`config.mk`:
```
export PLATFORM = sky130hd
export DESIGN_NAME = gregorian_date_arithmetic_core
export DESIGN_NICKNAME = d
export VERILOG_FILES = /design/src/design/gda_pkg.sv /design/src/design/gregorian_date_arithmetic_core.sv
export SDC_FILE = /design/constraint.sdc
export NUM_CORES = 1
export LEC_CHECK = 0
export BUFFER_PORTS_ARGS = -buffer_cell sky130_fd_sc_hd__buf_2
export CORE_ASPECT_RATIO = 1.25
export CORE_MARGIN = 5
export CORE_UTILIZATION = 30
export DETAILED_ROUTE_END_ITERATION = 12
export GPL_TIMING_DRIVEN = 0
export PLACE_DENSITY = 0.5
export SKIP_CTS_REPAIR_TIMING = 1
export SYNTH_ARGS = -nofsm -noshare
export SYNTH_HDL_FRONTEND = slang
export SYNTH_SLANG_ARGS = --single-unit
```
`constraint.sdc`:
```
create_clock -name clk -period 17.2 [get_ports clk]
set_input_delay 2.58 -clock clk [delete_from_list [all_inputs] [get_ports clk]]
set_output_delay 2.58 -clock clk [all_outputs]
set_load 0.005 [all_outputs]
```
`src/design/gda_pkg.sv`:
```
`default_nettype none
// ----------------------------------------------------------------------------
// gda_pkg: Gregorian date arithmetic shared definitions
// Beat types, operation codes, microcode encoding, program and calendar tables.
// ----------------------------------------------------------------------------
package gda_pkg;

	localparam int COUNT_WIDTH = 20;
	localparam int CNT_USED    = (COUNT_WIDTH < 20) ? COUNT_WIDTH : 20;

	localparam int SER_W = 24;
	localparam int YR_W  = 15;
	localparam int PC_W  = 4;

	localparam logic [YR_W-1:0]  YEAR_BIAS = YR_W'(4000);
	localparam logic [YR_W-1:0]  YEAR_MAX  = YR_W'(9999);
	localparam logic [SER_W-1:0] DIFF_MAX  = SER_W'(4194303);

	localparam logic [SER_W-1:0] D400 = SER_W'(146097);
	localparam logic [SER_W-1:0] D100 = SER_W'(36524);
	localparam logic [SER_W-1:0] D4   = SER_W'(1461);
	localparam logic [SER_W-1:0] D1   = SER_W'(365);

	localparam logic [YR_W-1:0] Y400 = YR_W'(400);
	localparam logic [YR_W-1:0] Y100 = YR_W'(100);
	localparam logic [YR_W-1:0] Y4   = YR_W'(4);
	localparam logic [YR_W-1:0] Y1   = YR_W'(1);

	typedef struct packed {
		logic [1:0]  operation;
		logic [4:0]  start_day;
		logic [3:0]  start_month;
		logic [13:0] start_year;
		logic [19:0] day_count;
		logic [4:0]  other_day;
		logic [3:0]  other_month;
		logic [13:0] other_year;
	} gda_cmd_t;

	typedef struct packed {
		logic [4:0]  result_day;
		logic [3:0]  result_month;
		logic [13:0] result_year;
		logic [21:0] day_difference;
		logic        out_of_range;
	} gda_res_t;

	localparam logic [1:0] OP_ADD  = 2'd0;
	localparam logic [1:0] OP_SUB  = 2'd1;
	localparam logic [1:0] OP_DIFF = 2'd2;
	localparam logic [1:0] OP_BAD  = 2'd3;

	// datapath functions
	localparam logic [3:0] F_LOAD_A = 4'd0;
	localparam logic [3:0] F_Y400   = 4'd1;
	localparam logic [3:0] F_Y100   = 4'd2;
	localparam logic [3:0] F_Y4     = 4'd3;
	localparam logic [3:0] F_Y1     = 4'd4;
	localparam logic [3:0] F_MDAY   = 4'd5;
	localparam logic [3:0] F_NOP    = 4'd6;
	localparam logic [3:0] F_LOAD_B = 4'd7;
	localparam logic [3:0] F_DIFF   = 4'd8;
	localparam logic [3:0] F_ADDSUB = 4'd9;
	localparam logic [3:0] F_I400   = 4'd10;
	localparam logic [3:0] F_I100   = 4'd11;
	localparam logic [3:0] F_I4     = 4'd12;
	localparam logic [3:0] F_I1     = 4'd13;
	localparam logic [3:0] F_MWALK  = 4'd14;
	localparam logic [3:0] F_EMIT   = 4'd15;

	// sequencing modes
	localparam logic [1:0] NX_SEQ  = 2'd0;
	localparam logic [1:0] NX_LOOP = 2'd1;
	localparam logic [1:0] NX_JIF  = 2'd2;
	localparam logic [1:0] NX_END  = 2'd3;

	// condition selects
	localparam logic [3:0] C_TRUE   = 4'd0;
	localparam logic [3:0] C_Y400   = 4'd1;
	localparam logic [3:0] C_Y100   = 4'd2;
	localparam logic [3:0] C_Y4     = 4'd3;
	localparam logic [3:0] C_Y1     = 4'd4;
	localparam logic [3:0] C_S400   = 4'd5;
	localparam logic [3:0] C_S100   = 4'd6;
	localparam logic [3:0] C_S4     = 4'd7;
	localparam logic [3:0] C_S1     = 4'd8;
	localparam logic [3:0] C_MON    = 4'd9;
	localparam logic [3:0] C_DSELB  = 4'd10;
	localparam logic [3:0] C_ADDSUB = 4'd11;
	localparam logic [3:0] C_BADOP  = 4'd12;

	// program steps
	localparam logic [PC_W-1:0] ST_LOAD_A = PC_W'(0);
	localparam logic [PC_W-1:0] ST_Y400   = PC_W'(1);
	localparam logic [PC_W-1:0] ST_Y100   = PC_W'(2);
	localparam logic [PC_W-1:0] ST_Y4     = PC_W'(3);
	localparam logic [PC_W-1:0] ST_Y1     = PC_W'(4);
	localparam logic [PC_W-1:0] ST_MDAY   = PC_W'(5);
	localparam logic [PC_W-1:0] ST_DISP   = PC_W'(6);
	localparam logic [PC_W-1:0] ST_LOAD_B = PC_W'(7);
	localparam logic [PC_W-1:0] ST_DIFF   = PC_W'(8);
	localparam logic [PC_W-1:0] ST_ADDSUB = PC_W'(9);
	localparam logic [PC_W-1:0] ST_I400   = PC_W'(10);
	localparam logic [PC_W-1:0] ST_I100   = PC_W'(11);
	localparam logic [PC_W-1:0] ST_I4     = PC_W'(12);
	localparam logic [PC_W-1:0] ST_I1     = PC_W'(13);
	localparam logic [PC_W-1:0] ST_MWALK  = PC_W'(14);
	localparam logic [PC_W-1:0] ST_EMIT   = PC_W'(15);

	typedef struct packed {
		logic [3:0]      func;
		logic [1:0]      nxt;
		logic [3:0]      cnd;
		logic [PC_W-1:0] tgt;
	} gda_uop_t;

	function automatic gda_uop_t ucode(input logic [PC_W-1:0] pc);
		gda_uop_t u;
		unique case (pc)
			ST_LOAD_A: u = '{F_LOAD_A, NX_JIF,  C_BADOP,  ST_DIFF};
			ST_Y400:   u = '{F_Y400,   NX_LOOP, C_Y400,   ST_Y400};
			ST_Y100:   u = '{F_Y100,   NX_LOOP, C_Y100,   ST_Y100};
			ST_Y4:     u = '{F_Y4,     NX_LOOP, C_Y4,     ST_Y4};
			ST_Y1:     u = '{F_Y1,     NX_LOOP, C_Y1,     ST_Y1};
			ST_MDAY:   u = '{F_MDAY,   NX_JIF,  C_DSELB,  ST_DIFF};
			ST_DISP:   u = '{F_NOP,    NX_JIF,  C_ADDSUB, ST_ADDSUB};
			ST_LOAD_B: u = '{F_LOAD_B, NX_JIF,  C_TRUE,   ST_Y400};
			ST_DIFF:   u = '{F_DIFF,   NX_END,  C_TRUE,   ST_LOAD_A};
			ST_ADDSUB: u = '{F_ADDSUB, NX_SEQ,  C_TRUE,   ST_I400};
			ST_I400:   u = '{F_I400,   NX_LOOP, C_S400,   ST_I400};
			ST_I100:   u = '{F_I100,   NX_LOOP, C_S100,   ST_I100};
			ST_I4:     u = '{F_I4,     NX_LOOP, C_S4,     ST_I4};
			ST_I1:     u = '{F_I1,     NX_LOOP, C_S1,     ST_I1};
			ST_MWALK:  u = '{F_MWALK,  NX_LOOP, C_MON,    ST_MWALK};
			ST_EMIT:   u = '{F_EMIT,   NX_END,  C_TRUE,   ST_LOAD_A};
		endcase
		return u;
	endfunction

	function automatic logic [8:0] month_start(input logic [3:0] mi);
		logic [8:0] v;
		case (mi)
			4'd0:    v = 9'd0;
			4'd1:    v = 9'd31;
			4'd2:    v = 9'd59;
			4'd3:    v = 9'd90;
			4'd4:    v = 9'd120;
			4'd5:    v = 9'd151;
			4'd6:    v = 9'd181;
			4'd7:    v = 9'd212;
			4'd8:    v = 9'd243;
			4'd9:    v = 9'd273;
			4'd10:   v = 9'd304;
			4'd11:   v = 9'd334;
			default: v = 9'd0;
		endcase
		return v;
	endfunction

	function automatic logic [4:0] month_len(input logic [3:0] mi);
		logic [4:0] v;
		case (mi)
			4'd1:                        v = 5'd28;
			4'd3, 4'd5, 4'd8, 4'd10:     v = 5'd30;
			default:                     v = 5'd31;
		endcase
		return v;
	endfunction

endpackage
`default_nettype wire

```
`src/design/gregorian_date_arithmetic_core.sv`:
```
`default_nettype none
// One microcode step runs per cycle; an add or subtract takes one step per 400-, 100-, 4- and
// 1-year split of each date and per month walked; a difference takes one step per year split
// of both dates.
// A new start is taken in the cycle done is high; no new item is taken while busy is high.
// The date walk loops run on the single shared year/day datapath.
// Reset clears busy, done and the step counter; the result payload is not reset.
// ----------------------------------------------------------------------------
// gregorian_date_arithmetic_core
// Microcoded Gregorian date add, subtract and day difference unit.
// ----------------------------------------------------------------------------
module gregorian_date_arithmetic_core import gda_pkg::*; (
	input  logic     clk,
	input  logic     arst_n,
	input  logic     start,
	input  gda_cmd_t cmd,
	output logic     busy,
	output logic     done,
	output gda_res_t rsp
);

	logic            busy_q;
	logic            done_q;
	logic [PC_W-1:0] pc_q;
	gda_cmd_t        cmd_q;
	gda_res_t        res_q;
	logic            dsel_q;
	logic [YR_W-1:0] yr_q;
	logic [SER_W-1:0] sr_q;
	logic [SER_W-1:0] s1_q;
	logic [1:0]      c100_q;
	logic [4:0]      c4_q;
	logic [1:0]      c1_q;
	logic [3:0]      mi_q;

	gda_uop_t        uop;
	logic            cond;
	logic            act;
	logic            leap;
	logic [4:0]      sel_day;
	logic [3:0]      sel_month;
	logic [3:0]      mi_sel;
	logic [4:0]      mlen;
	logic [SER_W-1:0] mday_sum;
	logic [SER_W-1:0] count_ext;
	logic [SER_W-1:0] diff;
	logic [YR_W-1:0] yb;
	logic [13:0]     year_out;
	logic            year_oor;

	assign uop       = ucode(pc_q);
	assign leap      = (c1_q == 2'd3) && ((c4_q != 5'd24) || (c100_q == 2'd3));
	assign sel_day   = dsel_q ? cmd_q.other_day : cmd_q.start_day;
	assign sel_month = dsel_q ? cmd_q.other_month : cmd_q.start_month;
	assign count_ext = SER_W'(cmd_q.day_count[CNT_USED-1:0]);
	assign mlen      = month_len(mi_q) + 5'((mi_q == 4'd1) && leap);
	assign diff      = (s1_q > sr_q) ? (s1_q - sr_q) : (sr_q - s1_q);
	assign yb        = yr_q + Y1;

	always_comb begin
		priority if (sel_month == 4'd0) begin
			mi_sel = 4'd0;
		end else if (sel_month > 4'd12) begin
			mi_sel = 4'd11;
		end else begin
			mi_sel = sel_month - 4'd1;
		end
	end

	assign mday_sum = sr_q + SER_W'(month_start(mi_sel)) + SER_W'(leap && (mi_sel >= 4'd2))
		+ SER_W'(sel_day) - SER_W'(1);

	always_comb begin
		priority if (yb <= YEAR_BIAS) begin
			year_out = 14'd1;
			year_oor = 1'b1;
		end else if (yb > YEAR_BIAS + YEAR_MAX) begin
			year_out = 14'(YEAR_MAX);
			year_oor = 1'b1;
		end else begin
			year_out = 14'(yb - YEAR_BIAS);
			year_oor = 1'b0;
		end
	end

	always_comb begin
		case (uop.cnd)
			C_TRUE:   cond = 1'b1;
			C_Y400:   cond = (yr_q >= Y400);
			C_Y100:   cond = (yr_q >= Y100);
			C_Y4:     cond = (yr_q >= Y4);
			C_Y1:     cond = (yr_q >= Y1);
			C_S400:   cond = (sr_q >= D400);
			C_S100:   cond = (sr_q >= D100) && (c100_q != 2'd3);
			C_S4:     cond = (sr_q >= D4);
			C_S1:     cond = (sr_q >= D1) && (c1_q != 2'd3);
			C_MON:    cond = (mi_q != 4'd11) && (sr_q >= SER_W'(mlen));
			C_DSELB:  cond = dsel_q;
			C_ADDSUB: cond = (cmd_q.operation == OP_ADD) || (cmd_q.operation == OP_SUB);
			C_BADOP:  cond = (cmd_q.operation == OP_BAD);
			default:  cond = 1'b0;
		endcase
	end

	assign act = (uop.nxt != NX_LOOP) || cond;

	always_ff @(posedge clk or negedge arst_n) begin
		if (!arst_n) begin
			busy_q <= 1'b0;
			done_q <= 1'b0;
			pc_q   <= ST_LOAD_A;
		end else begin
			done_q <= 1'b0;
			if (!busy_q) begin
				if (start) begin
					busy_q <= 1'b1;
					pc_q   <= ST_LOAD_A;
				end
			end else begin
				unique case (uop.nxt)
					NX_SEQ:  pc_q <= pc_q + PC_W'(1);
					NX_LOOP: pc_q <= cond ? pc_q : pc_q + PC_W'(1);
					NX_JIF:  pc_q <= cond ? uop.tgt : pc_q + PC_W'(1);
					NX_END: begin
						busy_q <= 1'b0;
						done_q <= 1'b1;
						pc_q   <= ST_LOAD_A;
					end
				endcase
			end
		end
	end

	always_ff @(posedge clk) begin
		if (start && !busy_q) begin
			cmd_q <= cmd;
		end
		if (busy_q && act) begin
			unique case (uop.func)
				F_LOAD_A: begin
					yr_q   <= YR_W'(cmd_q.start_year) + YEAR_BIAS - Y1;
					sr_q   <= '0;
					c100_q <= '0;
					c4_q   <= '0;
					c1_q   <= '0;
					dsel_q <= 1'b0;
				end
				F_LOAD_B: begin
					yr_q   <= YR_W'(cmd_q.other_year) + YEAR_BIAS - Y1;
					sr_q   <= '0;
					c100_q <= '0;
					c4_q   <= '0;
					c1_q   <= '0;
					dsel_q <= 1'b1;
				end
				F_Y400: begin
					yr_q <= yr_q - Y400;
					sr_q <= sr_q + D400;
				end
				F_Y100: begin
					yr_q   <= yr_q - Y100;
					sr_q   <= sr_q + D100;
					c100_q <= c100_q + 2'd1;
				end
				F_Y4: begin
					yr_q <= yr_q - Y4;
					sr_q <= sr_q + D4;
					c4_q <= c4_q + 5'd1;
				end
				F_Y1: begin
					yr_q <= yr_q - Y1;
					sr_q <= sr_q + D1;
					c1_q <= c1_q + 2'd1;
				end
				F_MDAY: begin
					sr_q <= mday_sum;
					if (!dsel_q) begin
						s1_q <= mday_sum;
					end
				end
				F_NOP: begin
				end
				F_DIFF: begin
					res_q.result_day   <= '0;
					res_q.result_month <= '0;
					res_q.result_year  <= '0;
					if (cmd_q.operation != OP_DIFF) begin
						res_q.day_difference <= '0;
						res_q.out_of_range   <= 1'b0;
					end else if (diff > DIFF_MAX) begin
						res_q.day_difference <= 22'(DIFF_MAX);
						res_q.out_of_range   <= 1'b1;
					end else begin
						res_q.day_difference <= 22'(diff);
						res_q.out_of_range   <= 1'b0;
					end
				end
				F_ADDSUB: begin
					sr_q   <= (cmd_q.operation == OP_SUB) ? s1_q - count_ext : s1_q + count_ext;
					yr_q   <= '0;
					c100_q <= '0;
					c4_q   <= '0;
					c1_q   <= '0;
					mi_q   <= '0;
				end
				F_I400: begin
					sr_q <= sr_q - D400;
					yr_q <= yr_q + Y400;
				end
				F_I100: begin
					sr_q   <= sr_q - D100;
					yr_q   <= yr_q + Y100;
					c100_q <= c100_q + 2'd1;
				end
				F_I4: begin
					sr_q <= sr_q - D4;
					yr_q <= yr_q + Y4;
					c4_q <= c4_q + 5'd1;
				end
				F_I1: begin
					sr_q <= sr_q - D1;
					yr_q <= yr_q + Y1;
					c1_q <= c1_q + 2'd1;
				end
				F_MWALK: begin
					sr_q <= sr_q - SER_W'(mlen);
					mi_q <= mi_q + 4'd1;
				end
				F_EMIT: begin
					res_q.result_day     <= 5'(sr_q) + 5'd1;
					res_q.result_month   <= mi_q + 4'd1;
					res_q.result_year    <= year_out;
					res_q.day_difference <= '0;
					res_q.out_of_range   <= year_oor;
				end
			endcase
		end
	end

	assign busy = busy_q;
	assign done = done_q;
	assign rsp  = res_q;

endmodule
`default_nettype wire

```
# Yosys cells after proc, flatten, opt, wreduce, memory -nomap -nowiden
# Memories as Yosys holds them, arrays and structs flattened.
# Cells that the tools add are included.
[word_totals]
ff_bits = 197
wordCells = 199
output_inout_bits = 48
latch_bits = 0
mem_bits_ro = 368
mem_bits_rw = 0
inputBits = 71
mem_count = 2
[mem_list]
columns = ["name", "depth", "width", "read_ports", "rd_clocked_by_memory_dff", "wr", "line_no", "rtl"]
rows = [
  ["(name not given)", 16, 14, 1, 0, 0, "gda_pkg.sv:119", "unique case (pc)"],
  ["(name not given)", 16, 9, 1, 0, 0, "gda_pkg.sv:142", "case (mi)"],
]
[op_classes]
bitwise_logic = 1
n_mux = 32
n_shift = 0
add_sub_neg = 38
n_eq_ne = 45
reduce_logical = 42
n_lt_le_gt_ge = 15
n_mul = 0
n_div = 0
[ops]
columns = ["operator", "count"]
rows = [
  ["$pmux 24 s12", 1],
  ["$pmux 15 s11", 1],
  ["$pmux 46 s2", 1],
  ["$eq 4x4->1 const B", 15],
  ["$mux 24", 2],
  ["$sub 24x24->24", 2],
  ["$mux 23", 2],
  ["$sub 15x1->15 const B", 3],
  ["$eq 4x3->1 const B", 8],
  ["$add 14x12->15 const B", 2],
  ["$mux 14", 2],
  ["$mux 4", 7],
  ["$add 24x1->24", 1],
  ["$add 24x11->24 const B", 1],
  ["$add 24x16->24 const B", 1],
  ["$add 24x18->24 const B", 1],
  ["$add 24x20->24", 1],
  ["$add 24x5->24", 1],
  ["$add 24x9->24", 1],
  ["$add 24x9->24 const B", 1],
  ["$ge 24x11->1 const B", 1],
  ["$ge 24x16->1 const B", 1],
  ["$ge 24x18->1 const B", 1],
  ["$ge 24x5->1", 1],
  ["62 further kinds", 115],
]

# Longest topological paths before layout
[depth]
ltp_word = 11
depth_mapped = 23

# Least setup slack after synthesis
# OpenSTA, ideal clock, no wires.
[synth_timing]
kind = "reg-to-reg"
startpoint = "reg mi_q[0]"
endpoint = "reg res_q (netlist bit rsp[0]), enable pin"
slack_ps = 10114
arrival_time_ps = 6567
path_stages_with_launch = 17
required_time_ps = 16681
cell_sequence = "edfxtp_1 inv_1 ha_1 nor2_1 a211oi_1 a21oi_1 ha_1 ha_1 fa_1 o21ai_1 a2111o_1 nor4_1 nor4_1 o31a_1 o41ai_1 buf_2 a211oi_1"
[synth_between]
elab_chain_cells = 10
[synth_rtl]
columns = ["element", "line_no", "rtl"]
rows = [
  ["start: declaration", "gregorian_date_arithmetic_core.sv:34", "logic [3:0] mi_q;"],
  ["start signal: assignment", "gregorian_date_arithmetic_core.sv:227", "mi_q <= mi_q + 4'd1;"],
  ["$eq 4x2->1 (tied with other cells)", "gda_pkg.sv:162", "case (mi)"],
  ["$reduce_or 4->1", "gda_pkg.sv:162", ""],
  ["$pmux 2 s2", "gda_pkg.sv:162", ""],
  ["$add 5x1->5", "gregorian_date_arithmetic_core.sv:56", "assign mlen = month_len(mi_q) + 5'((mi_q == 4'd1) && leap);"],
  ["$ge 24x5->1", "gregorian_date_arithmetic_core.sv:97", "C_MON: cond = (mi_q != 4'd11) && (sr_q >= SER_W'(mlen));"],
  ["$logic_and 1x1->1 *", "gregorian_date_arithmetic_core.sv:97", ""],
  ["$pmux 1 s13 *", "gregorian_date_arithmetic_core.sv:87", "case (uop.cnd)"],
  ["$logic_or 1x1->1 *", "gregorian_date_arithmetic_core.sv:105", "assign act = (uop.nxt != NX_LOOP) || cond;"],
  ["$logic_and 1x1->1 *", "gregorian_date_arithmetic_core.sv:138", "if (busy_q && act) begin"],
  ["$reduce_and 2->1 (no line) *", "-", ""],
  ["end: declaration", "gregorian_date_arithmetic_core.sv:26", "gda_res_t res_q;"],
]
# Every way passes the cells marked *; elsewhere a longest branch is shown, timed or not.
# A chain may end at the register's enable or synchronous reset.

# Worst setup path in the final report
[layout_timing]
startpoint = "reg dsel_q"
endpoint = "reg sr_q[22], data pin"
[layout_between]
elab_chain_cells = 10
[layout_rtl]
columns = ["element", "line_no", "rtl"]
rows = [
  ["start: declaration", "gregorian_date_arithmetic_core.sv:27", "logic dsel_q;"],
  ["start signal: assignment", "gregorian_date_arithmetic_core.sv:146", "dsel_q <= 1'b0;"],
  ["start signal: assignment", "gregorian_date_arithmetic_core.sv:154", "dsel_q <= 1'b1;"],
  ["$mux 4", "gregorian_date_arithmetic_core.sv:54", "assign sel_month = dsel_q ? cmd_q.other_month : cmd_q.start_month;"],
  ["$sub 4x1->4 or $gt 4x4->1 (tied branches)", "gregorian_date_arithmetic_core.sv:66, gregorian_date_arithmetic_core.sv:63", ""],
  ["$mux 4", "gregorian_date_arithmetic_core.sv:63", "end else if (sel_month > 4'd12) begin"],
  ["$mux 4", "gregorian_date_arithmetic_core.sv:61", "priority if (sel_month == 4'd0) begin"],
  ["$mem_v2 16x9 or $ge 4x2->1 (tied branches)", "-", ""],
  ["$add 24x9->24 or $logic_and 1x1->1 (tied branches)", "gregorian_date_arithmetic_core.sv:70", "assign mday_sum = sr_q + SER_W'(month_start(mi_sel)) + SER_W'(leap && (mi_sel >= 4'd2))"],
  ["$add 24x1->24", "gregorian_date_arithmetic_core.sv:70", ""],
  ["$add 24x5->24 *", "gregorian_date_arithmetic_core.sv:71", "+ SER_W'(sel_day) - SER_W'(1);"],
  ["$sub 24x1->24 *", "gregorian_date_arithmetic_core.sv:71", ""],
  ["net mday_sum[22]", "gregorian_date_arithmetic_core.sv:44", "logic [SER_W-1:0] mday_sum;"],
  ["$pmux 24 s12 *", "gregorian_date_arithmetic_core.sv:139", "unique case (uop.func)"],
  ["end signal: assignment", "gregorian_date_arithmetic_core.sv:158", "sr_q <= sr_q + D400;"],
  ["end signal: assignment", "gregorian_date_arithmetic_core.sv:162", "sr_q <= sr_q + D100;"],
  ["end signal: assignment", "gregorian_date_arithmetic_core.sv:167", "sr_q <= sr_q + D4;"],
  ["end: declaration", "gregorian_date_arithmetic_core.sv:29", "logic [SER_W-1:0] sr_q;"],
]
# The timed path passes the listed nets; every way through them passes the cells marked *.

==> flow_summary.yaml <==
critical_path:
  r2r_setup_slack_ns: 9.96
  r2r-start: "dsel_q"
  path_class: "flop to flop"
  reg2reg_to: "sr_q[22]"
  start_kind: "flop"
  worstSetupEndpointType: "flop"
  crit_fanout: 10
  arrival_ns: 7.50
  rr_worst_depth: 21
  crit_required_ns: 17.46
synth:
  yosysWarnings: 0
  synth-main-ff-cell: "edfxtp_1"
  post-synth-top-area-fraction_pct: 27.3
  muxShareOfSynthArea_pct: 1.37
  yosysSeqAreaShare_pct: 28.0
  synthSimpleGateAreaFrac_pct: 17.8
  avgSynthCellArea_sq_um: 8.32
  synth_top_family_by_area: "compound AO/OA/AOI/OAI gates"
  ys_ff_latch: 197
  synth_edf_count: 191
  mappedNetlistArea_sq_um: 21000
  synth_area_leaders: "edfxtp_1, ha_1, a21oi_1, xnor2_1, o21ai_0"
  synth_xor_area_share_pct: 7.00
  synthCells: 2526
  ys_types: 96
  async_reset_ff_share_pct: 3.05
  synth_fa_ha_area_share_pct: 14.2
  synth_compound_area_share_pct: 26.1
  syn_nets: 2830
  yosysTopAreaCell: "edfxtp_1"
placement:
  place.gp.congestion: 0.977
  postPlaceCellArea_sq_um: 23000
  port_buffers: 118
  place_hpwl_mm: 72.6
layout:
  nNetsFinal: 2977
  area_growth_pct: 12.3
  fin_area_sq_um: 23600
  drive_above_1_share_pct: 8.67
  n_fill_cell: 7351
  final_util_pct: 34.0
floorplanning:
  rows: 108
  pin_count: 119
  dieWidth_um: 247
  die_y_um: 306
  start_util_pct: 30.3
  coreArea_sq_um: 69500
  die_area_sq_um: 75500
worst_hold_path:
  whs_path_depth: 1
  worstHoldStart: "c100_q[0]"
  min_path_type: "flop to flop"
  min_to: "c100_q[0]"
global_route:
  grt_pass1_vias: 20700
  grt_use_total_pct: 23.2
  antenna_found_initial: 1
  grt_max_degree: 33
  grt_overflow: 0
  grt_pass1_wl_mm: 131
detailed_routing:
  routed_wl_mm: 90.0
  drt-initial-drc-count: 1584
  via_count: 20700
  drcViolationCount: 0
  drt_first_pass_iters: 6
  wl_per_cell_um: 24.9
  ant_nets: 0
  vias_per_cell: 5.72
sta:
  skew_ns: 0.0293
  tightest_slew_ns: 1.49
  max_freq_ghz: 0.138
  rsz0062_at_grt: "false"
  finalHoldViolCount: 0
  relSlewSlack_pct: 0.689
  fin_setup_tns_ns: 0
  hold_slack_ns: 0.572
  fin_crit_sh_pct: 42.1
  period_needed_ns: 7.24
  drv_slew: 0
  finalSetupViolations: 0
power_and_ir_drop:
  leakage_nw: 9.22
  p_clk_share_pct: 7.6
  p_int_mw: 2.55
  power_density_nw_per_um2: 244
  netSwitchingFraction_pct: 55.7
  power_frac_seq_pct: 17.7
  p_sw_mw: 3.21
  peakVddDrop_uv: 113
  finalPower_mw: 5.77
  power_frac_comb_pct: 74.8
cts:
  cts_tree: "done"
  cts-root-buf: "clkbuf_16"
  path_clk_slew_ns: 0.10
  clk_latency_ns: 0.53
  cts-htree-levels: 4
  cts_sinks: 197
  cts_buffers: 17
  clockBufferDepth: 2
run_status:
  status: "finished, final reports clean"
run:
  max-cap-violations: 0
## layout make-up
type	instances	area, sq um	area share, %
tap	935	1170	4.96
inverter	152	571	2.42
antenna	1	2.50	0.0106
clock inverter	15	193	0.817
timing repair buffer	128	748	3.17
clock buffer	17	425	1.80
multi-input combinational	2040	14000	59.4
sequential	197	5890	25.0
buffer	137	588	2.49
## metrics by stage
step	worst slack [ns]	instances
floorplan	10.11	2526
global placement	5.97	3579
detailed placement	10.04	3589
CTS	10.0	3621
global route	9.51	3621
finish	9.96	3622
## logic make-up (layout without fill, tap and decap cells)
group / Yosys count / after routing
mux: 27 / 27
fa+ha+maj: 233 / 233
compound gates: 833 / 833
other cells: 0 / 1
buf+inv: 289 / 449
simple gates: 779 / 779
xor+xnor: 168 / 168
flops: 197 / 197
## sequential cells by signal, indices dropped and copies added, names as in the netlist, 2 cells and up
register and flops:
sr_q 24, mi_q 4, pc_q 4, c4_q 5, rsp 46, cmd_q 68
c100_q 2, s1_q 24, yr_q 15, c1_q 2
## per-layer routing
metal / wire length (um) / GRT usage, %
met1: 34400 / 26.2
met3: 4470 / 3.15
met4: 6570 / 14.7
met2: 44600 / 40.9
met5: 0 / 0
## cell usage after synthesis, types with 10 or more instances
cell type,number
a211oi_1,28
clkbuf_1,95
nor2b_1,31
nand4_1,26
mux2i_1,22
nor3_1,59
o221ai_1,23
o21ai_0,178
o31ai_1,17
buf_2,20
buf_1,15
ha_1,223
a31oi_1,40
o22ai_1,31
fa_1,10
xnor2_1,109
inv_1,151
nand2b_1,30
xor2_1,59
nand3_1,75
o2111ai_1,20
and3_1,29
nor2_1,206
a221oi_1,18
a21o_1,41
and2_1,27
nor4_1,22
a21oi_1,222
o21a_1,22
a22oi_1,20
edfxtp_1,191
nand2_1,215
o211ai_1,20
a221o_1,11
o21bai_1,18
## cells in the final DEF, fill, tap and decap left out, drive strengths merged, types with 31 or more instances in the layout
| cell type | instances |
|---|---|
| ha | 223 |
| a21oi | 223 |
| nand2 | 215 |
| nor2 | 209 |
| edfxtp | 191 |
| o21ai | 190 |
| buf | 170 |
| inv | 159 |
| clkbuf | 112 |
| xnor2 | 109 |
| nand3 | 75 |
| nor3 | 60 |
| xor2 | 59 |
| a21o | 41 |
| a31oi | 40 |
| o22ai | 31 |
| nor2b | 31 |
## critical path, cell delays in order, from the launching register on
cell and delay (ns):
edfxtp_1 0.45, clkbuf_1 0.83, mux2i_1 0.63, ha_1 0.39, o21ai_0 0.59, ha_1 0.38, inv_1 0.07, a21oi_1 0.06
ha_1 0.31, fa_1 0.42, inv_1 0.08, ha_1 0.18, a21o_1 0.13, a21oi_1 0.10, o21ai_0 0.23, a31oi_1 0.20
o21ai_0 0.56, a41oi_1 0.27, a211o_1 0.35, o21ai_0 0.24, xor2_1 0.14, a221o_1 0.36
## power groups by stage
stage | clock, mW | combinational (mW) | sequential [mW]
floorplan | 0 | 2.92 | 0.961
global placement | 0 | 4.16 | 1.04
detailed placement | 0 | 4.23 | 1.02
CTS | 0.451 | 4.26 | 1.01
global route | 0.468 | 4.69 | 1.04
finish | 0.436 | 4.31 | 1.02
## how the worst max path moves through the flow
| stage | depth (start not counted) | start | slack, ns | to |
|---|---|---|---|---|
| finish | 21 | dsel_q | 9.96 | sr_q[22] |
| global route | 22 | dsel_q | 9.51 | s1_q[23] |
| CTS | 22 | dsel_q | 10.0 | s1_q[23] |
| detailed placement | 22 | dsel_q | 10.04 | s1_q[23] |
| global placement | 11 | sr_q[3] | 5.97 | rsp[0] |
| floorplan | 16 | mi_q[0] | 10.11 | rsp[0] |
No activity file was read; power rests on OpenSTA's default activity.
